### src/rtl/core/svn_pkg.sv
package svn_pkg;

	localparam int DEF_VERTEX_COUNT = 1024;
	localparam int DEF_COORD_BITS   = 16;
	localparam int DEF_SUM_BITS     = 40;

	localparam logic [1:0] CMD_LOAD = 2'd0;
	localparam logic [1:0] CMD_FACE = 2'd1;
	localparam logic [1:0] CMD_READ = 2'd2;
	// Unassigned command code; items that carry it are dropped.
	localparam logic [1:0] CMD_NONE = 2'd3;

	localparam logic signed [15:0] ONE_Q14 = 16'sd16384;

	// Number of quotient bits produced per normal component.
	localparam int DIV_STEPS = 16;
	// Number of result bits produced by the square root unit.
	localparam int SQRT_STEPS = 32;

	typedef enum logic [4:0] {
		OP_NONE,
		OP_LOAD,
		OP_PRD,
		OP_PCAP,
		OP_EDGE,
		OP_MUL,
		OP_CROSS,
		OP_SRD,
		OP_SWR,
		OP_RRD,
		OP_RCAP,
		OP_NORM,
		OP_SQ,
		OP_SQRT,
		OP_DIV,
		OP_OUT
	} dp_op_t;

	typedef struct packed {
		logic       take;
		dp_op_t     op;
		logic [1:0] sel;
		logic [4:0] cnt;
	} dp_cmd_t;

	typedef struct packed {
		logic is_load;
		logic is_face;
		logic is_read;
		logic vi_ok;
		logic face_ok;
		logic sum_zero;
		logic norm_left;
		logic norm_right;
		logic out_free;
	} dp_stat_t;

endpackage

### src/rtl/core/svn_ctrl.sv
module svn_ctrl import svn_pkg::*; (
	input  logic     clk,
	input  logic     arst_n,
	input  logic     in_valid,
	output logic     in_ready,
	input  dp_stat_t stat,
	output dp_cmd_t  cmd
);

	typedef enum logic [16:0] {
		S_IDLE  = 17'b00000000000000001,
		S_DISP  = 17'b00000000000000010,
		S_LOAD  = 17'b00000000000000100,
		S_PRD   = 17'b00000000000001000,
		S_PCAP  = 17'b00000000000010000,
		S_EDGE  = 17'b00000000000100000,
		S_MUL   = 17'b00000000001000000,
		S_CROSS = 17'b00000000010000000,
		S_SRD   = 17'b00000000100000000,
		S_SWR   = 17'b00000001000000000,
		S_RRD   = 17'b00000010000000000,
		S_RCAP  = 17'b00000100000000000,
		S_NORM  = 17'b00001000000000000,
		S_SQ    = 17'b00010000000000000,
		S_SQRT  = 17'b00100000000000000,
		S_DIV   = 17'b01000000000000000,
		S_OUT   = 17'b10000000000000000
	} state_t;

	state_t     state_q, state_d;
	logic [1:0] sel_q, sel_d;
	logic [4:0] cnt_q, cnt_d;

	assign in_ready = (state_q == S_IDLE);

	always_comb begin
		state_d = state_q;
		sel_d   = sel_q;
		cnt_d   = cnt_q;
		cmd.take = in_valid && in_ready;
		cmd.sel  = sel_q;
		cmd.cnt  = cnt_q;
		cmd.op   = OP_NONE;
		unique case (state_q)
			S_IDLE: begin
				sel_d = 2'd0;
				cnt_d = 5'd0;
				if (in_valid) state_d = S_DISP;
			end
			S_DISP: begin
				if (stat.is_load && stat.vi_ok) state_d = S_LOAD;
				else if (stat.is_face && stat.face_ok) state_d = S_PRD;
				else if (stat.is_read) state_d = S_RRD;
				else state_d = S_IDLE;
			end
			S_LOAD: begin
				cmd.op  = OP_LOAD;
				state_d = S_IDLE;
			end
			S_PRD: begin
				cmd.op  = OP_PRD;
				state_d = S_PCAP;
			end
			S_PCAP: begin
				cmd.op = OP_PCAP;
				if (sel_q == 2'd2) begin
					sel_d   = 2'd0;
					state_d = S_EDGE;
				end else begin
					sel_d   = sel_q + 2'd1;
					state_d = S_PRD;
				end
			end
			S_EDGE: begin
				cmd.op  = OP_EDGE;
				cnt_d   = 5'd0;
				state_d = S_MUL;
			end
			S_MUL: begin
				cmd.op = OP_MUL;
				if (cnt_q == 5'd5) begin
					cnt_d   = 5'd0;
					state_d = S_CROSS;
				end else begin
					cnt_d = cnt_q + 5'd1;
				end
			end
			S_CROSS: begin
				cmd.op  = OP_CROSS;
				sel_d   = 2'd0;
				state_d = S_SRD;
			end
			S_SRD: begin
				cmd.op  = OP_SRD;
				state_d = S_SWR;
			end
			S_SWR: begin
				cmd.op = OP_SWR;
				if (sel_q == 2'd2) begin
					sel_d   = 2'd0;
					state_d = S_IDLE;
				end else begin
					sel_d   = sel_q + 2'd1;
					state_d = S_SRD;
				end
			end
			S_RRD: begin
				cmd.op  = OP_RRD;
				state_d = stat.vi_ok ? S_RCAP : S_OUT;
			end
			S_RCAP: begin
				cmd.op  = OP_RCAP;
				state_d = stat.sum_zero ? S_OUT : S_NORM;
			end
			S_NORM: begin
				cmd.op = OP_NORM;
				if (!stat.norm_left && !stat.norm_right) begin
					cnt_d   = 5'd0;
					state_d = S_SQ;
				end
			end
			S_SQ: begin
				cmd.op = OP_SQ;
				if (cnt_q == 5'd2) begin
					cnt_d   = 5'd0;
					state_d = S_SQRT;
				end else begin
					cnt_d = cnt_q + 5'd1;
				end
			end
			S_SQRT: begin
				cmd.op = OP_SQRT;
				if (cnt_q == 5'(SQRT_STEPS - 1)) begin
					cnt_d   = 5'd0;
					sel_d   = 2'd0;
					state_d = S_DIV;
				end else begin
					cnt_d = cnt_q + 5'd1;
				end
			end
			S_DIV: begin
				cmd.op = OP_DIV;
				if (cnt_q == 5'(DIV_STEPS)) begin
					cnt_d = 5'd0;
					if (sel_q == 2'd2) state_d = S_OUT;
					else sel_d = sel_q + 2'd1;
				end else begin
					cnt_d = cnt_q + 5'd1;
				end
			end
			S_OUT: begin
				if (stat.out_free) begin
					cmd.op  = OP_OUT;
					state_d = S_IDLE;
				end
			end
			default: state_d = S_IDLE;
		endcase
	end

	always_ff @(posedge clk or negedge arst_n) begin
		if (!arst_n) begin
			state_q <= S_IDLE;
			sel_q   <= 2'd0;
			cnt_q   <= 5'd0;
		end else begin
			state_q <= state_d;
			sel_q   <= sel_d;
			cnt_q   <= cnt_d;
		end
	end

endmodule

### config.mk
export PLATFORM = sky130hd
export DESIGN_NAME = svn_ctrl
export DESIGN_NICKNAME = d
export VERILOG_FILES = /design/src/rtl/core/svn_pkg.sv /design/src/rtl/core/svn_ctrl.sv
export SDC_FILE = /design/constraint.sdc
export NUM_CORES = 1
export LEC_CHECK = 0
export BUFFER_PORTS_ARGS = -buffer_cell sky130_fd_sc_hd__buf_4
export CORE_MARGIN = 2
export CORE_UTILIZATION = 57
export CTS_BUF_LIST = sky130_fd_sc_hd__clkbuf_16
export DETAILED_ROUTE_END_ITERATION = 8
export GPL_ROUTABILITY_DRIVEN = 0
export PLACE_DENSITY = 0.88
export SLEW_MARGIN = 0
export SYNTH_ARGS = -nofsm -noshare
export SYNTH_HDL_FRONTEND = slang
export SYNTH_SLANG_ARGS = --single-unit
### constraint.sdc
create_clock -name clk -period 3.2 [get_ports clk]
set_input_delay 0.64 -clock clk [delete_from_list [all_inputs] [get_ports clk]]
set_output_delay 0.64 -clock clk [all_outputs]
set_load 0.05 [all_outputs]
==> results of run 1 <==
[metrics by stage]
step | utilization, % | total power (W)
after global routing | 68.98 | 0.001171
after CTS | 68.77 | 0.001099
after global placement | 66.19 | 0.0008208
after detailed placement | 66.19 | 0.0008261
final | 68.98 | 0.001119
after floorplan | - | 0.0007005
[what timing repair did]
action	in CTS	in global routing
gates resized for setup	0	1
setup buffers	0	0
setup endpoints to repair	0	1
[worst max-delay path, cell delays in order, from the launching register on]
cell and delay (ns):
dfrtp_1 0.51, or4_1 0.68, nor4_4 0.30, and2_1 0.26, nor3_1 0.09, nand3_1 0.11
buf_4 0.21
[area by class of cell]
type / count / area (um^2) / area share [%]
Inverter: 7 / 26.28 / 1.248
Clock buffer: 3 / 75.07 / 3.565
Clock inverter: 1 / 3.754 / 0.1783
Timing Repair Buffer: 25 / 187.7 / 8.913
Tap cell: 44 / 55.05 / 2.614
Multi-Input combinational cell: 175 / 1156 / 54.90
Sequential cell: 24 / 601.8 / 28.58
[power groups by stage]
stage	Combinational [W]	Clock, W	Sequential (W)
2_1_floorplan	0.000340	0	0.000361
3_3_place_gp	0.000460	0	0.000361
3_5_place_dp	0.000465	0	0.000361
4_1_cts	0.000469	0.000274	0.000355
5_1_grt	0.000523	0.000288	0.000359
6_report	0.000486	0.000277	0.000356
[flip-flops by register name, indices dropped and copies added (netlist names)]
name	cells
sel_q	2
state_q	17
cnt_q	5
[logic make-up after synthesis]
logic type	synth area share (%)
other	0.2064
XOR/XNOR	1.447
buffers and inverters	3.581
AO/OA/AOI/OAI	11.85
adder cells (fa/ha/maj)	5.510
flip-flops	33.13
AND/OR/NAND/NOR	42.08
multiplexers	2.204
[how the worst max path moves through the flow]
stage               endpoint  slack, ns  cells after the start
finish               cmd[10]       0.14                      6
global route         cmd[10]       0.02                      6
CTS                  cmd[10]       0.14                      5
detailed placement   cmd[10]       0.44                      5
global placement     cmd[10]       0.47                      6
floorplan            cmd[12]       0.23                      5
[routing by layer]
layer | part of all wire [%] | track usage (%)
met4 | 2.5 | 11.18
met2 | 46 | 45.19
met3 | 8.6 | 5.330
met1 | 43 | 41.03
met5 | 0 | 0
[Yosys cell counts, types with 2 or more instances]
| master | number |
|---|---|
| nand2b_1 | 6 |
| ha_1 | 8 |
| and3_1 | 3 |
| mux2_4 | 2 |
| inv_1 | 7 |
| nor3b_1 | 4 |
| and2_1 | 6 |
| or2_2 | 4 |
| a211o_1 | 2 |
| nor2_1 | 22 |
| or3_1 | 3 |
| nor4_1 | 9 |
| nor4_2 | 2 |
| buf_4 | 2 |
| and4_1 | 2 |
| dfrtp_1 | 23 |
| or4_1 | 4 |
| nand2_1 | 15 |
| clkbuf_1 | 2 |
| o22ai_1 | 2 |
| nor4_4 | 2 |
| nor2b_1 | 5 |
| nand3_1 | 11 |
| nor3_1 | 13 |
| nand4_1 | 5 |
| o311ai_0 | 2 |
| a21oi_1 | 7 |
| xnor2_1 | 2 |
| o21ai_0 | 12 |
| and4b_1 | 2 |
==> qor.txt, run 1 <==
pre-CTS WS = 0.4369 ns
Syn Area/Cell = 8.570 um^2
RSZ-0062 raised after global routing = no
Max VDD drop = 0.0002932 V
Crit Path Class = register to primary output
Final Hold Fails = 0
TritonCTS clock tree = built
vias in the first global route = 1634
remaining antenna violation count after routing = 0
Non-Filler Instances = 279
CP arrival = 2.42 ns
Main synth FF type = dfrtp_1
share of cells above drive strength 1 = 17.87%
Worst-Skew Late Latency = 0.26 ns
Pwr Density = 531.6 nW/um^2
core area = 3053 um^2
top cell type's share of synthesized area = 31.68%
final worst path period share = 95.75%
switching power = 0.0004517 W
top cells by area, synth = dfrtp_1, ha_1, nor2_1
Lkg Pwr = 0.9919 nW
Max Slew Vio Count = 0
sw frac = 40.36%
actual slew at the worst max-slew pin = 0.8612 ns
Worst R2R Path Depth = 6
CTS H-tree lvls = 1
initial antenna violation count = 0
max_slew headroom = 42.09%
Root Driver = clkbuf_16
Reg2Reg Launch Point = state_q[3]
Power Internal = 0.0006677 W
drt drc = 0
minimum clock period = 3.064 ns
Area Growth Syn to Fin = 15.91%
total wire length = 4711 um
largest net degree at the start of global routing = 25
FMAX = 326.4 MHz
max_cap viols = 0
GRT Residual Overflow = 0
Die Wd = 60.46 um
Setup TNS = 0 ns
Async SR Flop Fraction = 100.0%
Final #Nets = 256
R2R Path End = state_q[15]
leading area contributor after synthesis = dfrtp_1
Clk pin slew, worst setup/hold paths = 0.06 ns
CTS Hold Buffers Added = 0
Gate power share = 43.4%
commonest cells after routing, fill and taps aside = buf_4, dfrtp_1, nor2_1
Seq/Total Area, Yosys = 33.13%
Die ar. = 3655 um^2
mapped cell area = 1817 um^2
Crit. Startpoint = state_q[9]
Die Height = 60.46 um
n_diodes = 0
starting DRC count in detailed routing = 139
Tot GR Track Use = 29.21%
Clock power frac = 24.7%
# fillers = 248
global-route wire length before repair = 7962 um
Avg WL per Cell = 16.89 um
worst-path fanout max = 10
total number of vias = 1764
CP startpoint kind = register
synthesized flop and latch total = 24
final number of setup-violating endpoints = 0
Clock Sinks = 24
part of the power in registers = 31.8%
drt pass-1 iters = 5
Max clock buf depth = 2
commonest non-fill, non-tap cell in the layout = buf_4
synthesized instance count = 212
# rows = 20
post-synth cell types = 53
vias per inst = 6.323
Hold Slack = 0.2704 ns
Clock Skews = 0.002376 ns
Initial Util = 59.51%
Ports = 26
number of CTS-inserted buffers = 3
Post-synth EDFFs = 0
status = finished, final reports clean
reg2reg setup slack = 0.63 ns
Required @ worst endpoint = 2.56 ns
placed cell count = 275
setup slack after layout = 0.1361 ns
DPL Wire Length = 3454 um
final instance area = 2106 um^2
syn nets = 232
Synth Warn # = 0
Setup crit end kind = primary output
Port Buf Inserts = 24
Hold Crit Class = primary input to asynchronous set/reset pin
placed instance area = 2021 um^2
Power figures use the tool's default switching activity.
==> inputs of run 2 (changes only) <==
PLACE_DENSITY = 0.85   (was 0.88)
==> run 2 against run 1 <==
Compared with the run above:
- clock power about the same
- utilization rose by 0.25 points
- largest cell class unchanged
- via count up 1.1%
- sequential share of layout area decreased by 0.10 points
- critical path depth stayed put
- total power is 1.1% higher
- worst setup slack improved by 0.024 ns
- cell area up 0.36%
- first-iteration DRC count fell by 6.5%
- register-to-register slack better by 0.02 ns
- highest routed layer unchanged
- critical path type unchanged
- global-route usage barely moved
- largest power group unchanged
- clock skew grew 0.0025 ns
==> qor.txt, run 2 (synthesis results as in run 1) <==
part of the power in registers = 31.5%
Die ar. = 3655 um^2
CP max stage cell = or4_1
Avg WL per Cell = 16.79 um
Required @ worst endpoint = 2.56 ns
metal2 WL = 2168 um
Max VDD drop = 0.0003379 V
RSZ-0062 raised after global routing = no
Setup crit end kind = primary output
final core utilization = 69.22%
Lkg Pwr = 0.9969 nW
CTS Hold Buffers Added = 0
number of CTS-inserted buffers = 3
vias in the first global route = 1698
CP arrival = 2.40 ns
largest net degree at the start of global routing = 25
global-route wire length before repair = 7983 um
remaining antenna violation count after routing = 0
TritonCTS clock tree = built
# fillers = 262
Worst Path Buf+Inv = 1
initial antenna violation count = 0
final instance area = 2113 um^2
Crit Path Class = register to primary output
Ports = 26
total number of vias = 1784
total area of sequential cells = 601.8 um^2
Area Growth Syn to Fin = 16.32%
Total Power = 0.001132 W
pre-CTS WS = 0.4596 ns
Max Slew Vio Count = 0
FMAX = 329.0 MHz
commonest non-fill, non-tap cell in the layout = buf_4
CP peak stage delay = 0.68 ns
vias per inst = 6.371
switching power = 0.0004545 W
DPL Wire Length = 3517 um
max_slew headroom = 49.60%
final number of setup-violating endpoints = 0
met3 routed WL = 460 um
# rows = 20
Gate power share = 43.8%
M1 wire length = 1985 um
largest delay contributor family on the critical path = simple AND/OR/NAND/NOR gates
drt drc = 0
final worst path period share = 94.99%
Clock Skews = 0.004846 ns
postcts setup bufs = 0
setup slack after layout = 0.1603 ns
CP startpoint kind = register
Clock Sinks = 24
Setup TNS = 0 ns
minimum clock period = 3.040 ns
Regs by FF count = state_q (17), cnt_q (5), sel_q (2)
core area = 3053 um^2
Reg2Reg Launch Point = state_q[9]
number of flip-flops in the largest register = 17
Max clock buf depth = 2
Hold Crit Class = primary input to asynchronous set/reset pin
Port Buf Inserts = 24
Pwr Density = 535.4 nW/um^2
drt pass-1 iters = 5
Tot GR Track Use = 29.21%
largest reg by FF count = state_q
Power Internal = 0.0006771 W
Final #Nets = 257
status = finished, final reports clean
share of cells above drive strength 1 = 18.22%
commonest cells after routing, fill and taps aside = buf_4, dfrtp_1, nor2_1
total wire length = 4701 um
Cell Chain, Critical Path = or4_1 -> nor4_4 -> and3_1 -> nor3_1 -> nand3_1 -> buf_4
n_diodes = 0
max_cap viols = 0
Initial Util = 59.51%
Clock power frac = 24.7%
placed instance area = 2028 um^2
Die Wd = 60.46 um
actual slew at the worst max-slew pin = 0.7496 ns
Die Height = 60.46 um
Crit. Startpoint = state_q[9]
Root Driver = clkbuf_16
CTS H-tree lvls = 1
starting DRC count in detailed routing = 130
GRT Residual Overflow = 0
Final Hold Fails = 0
sw frac = 40.17%
DR top layer = met4
area of the multi-input gates = 1156 um^2
Worst-Skew Late Latency = 0.26 ns
Clk pin slew, worst setup/hold paths = 0.07 ns
worst-path fanout max = 10
run 2: cell count changes in the layout (fill, tap and decap cells not counted):
cell	delta
buf_4	+1
run 2: path summary, 6_finish.rpt:
check / depth (start not counted) / slack (ns) / to
worst max-delay path: 6 / 0.16 / cmd[10]
worst min-delay path: 1 / 0.27 / state_q[15]
min in group clk: 2 / 0.61 / state_q[11]
worst max register to register: 6 / 0.65 / state_q[14]
worst min register to register: 1 / 0.61 / cnt_q[1]
max in group asynchronous: 1 / 2.64 / state_q[0]
run 2: final cells by class:
| cell class | count | share of cell area (%) |
|---|---|---|
| sequential | 24 | 28.48 |
| clock buffer | 3 | 3.552 |
| timing repair buffer | 26 | 9.236 |
| inverter | 7 | 1.243 |
| clock inverter | 1 | 0.1776 |
| multi-input combinational | 175 | 54.71 |
| tap | 44 | 2.605 |
run 2: what timing repair did:
action	CTS	global route
gates resized for setup	0	1
endpoints found under the hold margin	0	0
endpoints found under the setup margin	0	1
run 2: metal layers:
layer	GRT usage (%)	vias to the layer above
met1	41.71	836
met4	12.11	0
met5	0	-
met2	43.79	92
met3	5.330	11
li1	-	845
run 2: power groups by stage:
stage	registers (W)	clock network (W)	logic [W]
2_1_floorplan	0.000361	0	0.000340
3_3_place_gp	0.000361	0	0.000472
3_5_place_dp	0.000362	0	0.000476
4_1_cts	0.000356	0.000281	0.000479
5_1_grt	0.000360	0.000294	0.000539
6_report	0.000356	0.000280	0.000495
run 2: stage by stage:
step | cells | hold slack (ns)
4_1_cts | 280 | 0.2876
3_5_place_dp | 276 | 0.5645
2_1_floorplan | 212 | 0.3444
3_3_place_gp | 276 | 0.5621
5_1_grt | 280 | 0.2980
6_report | 280 | 0.2714
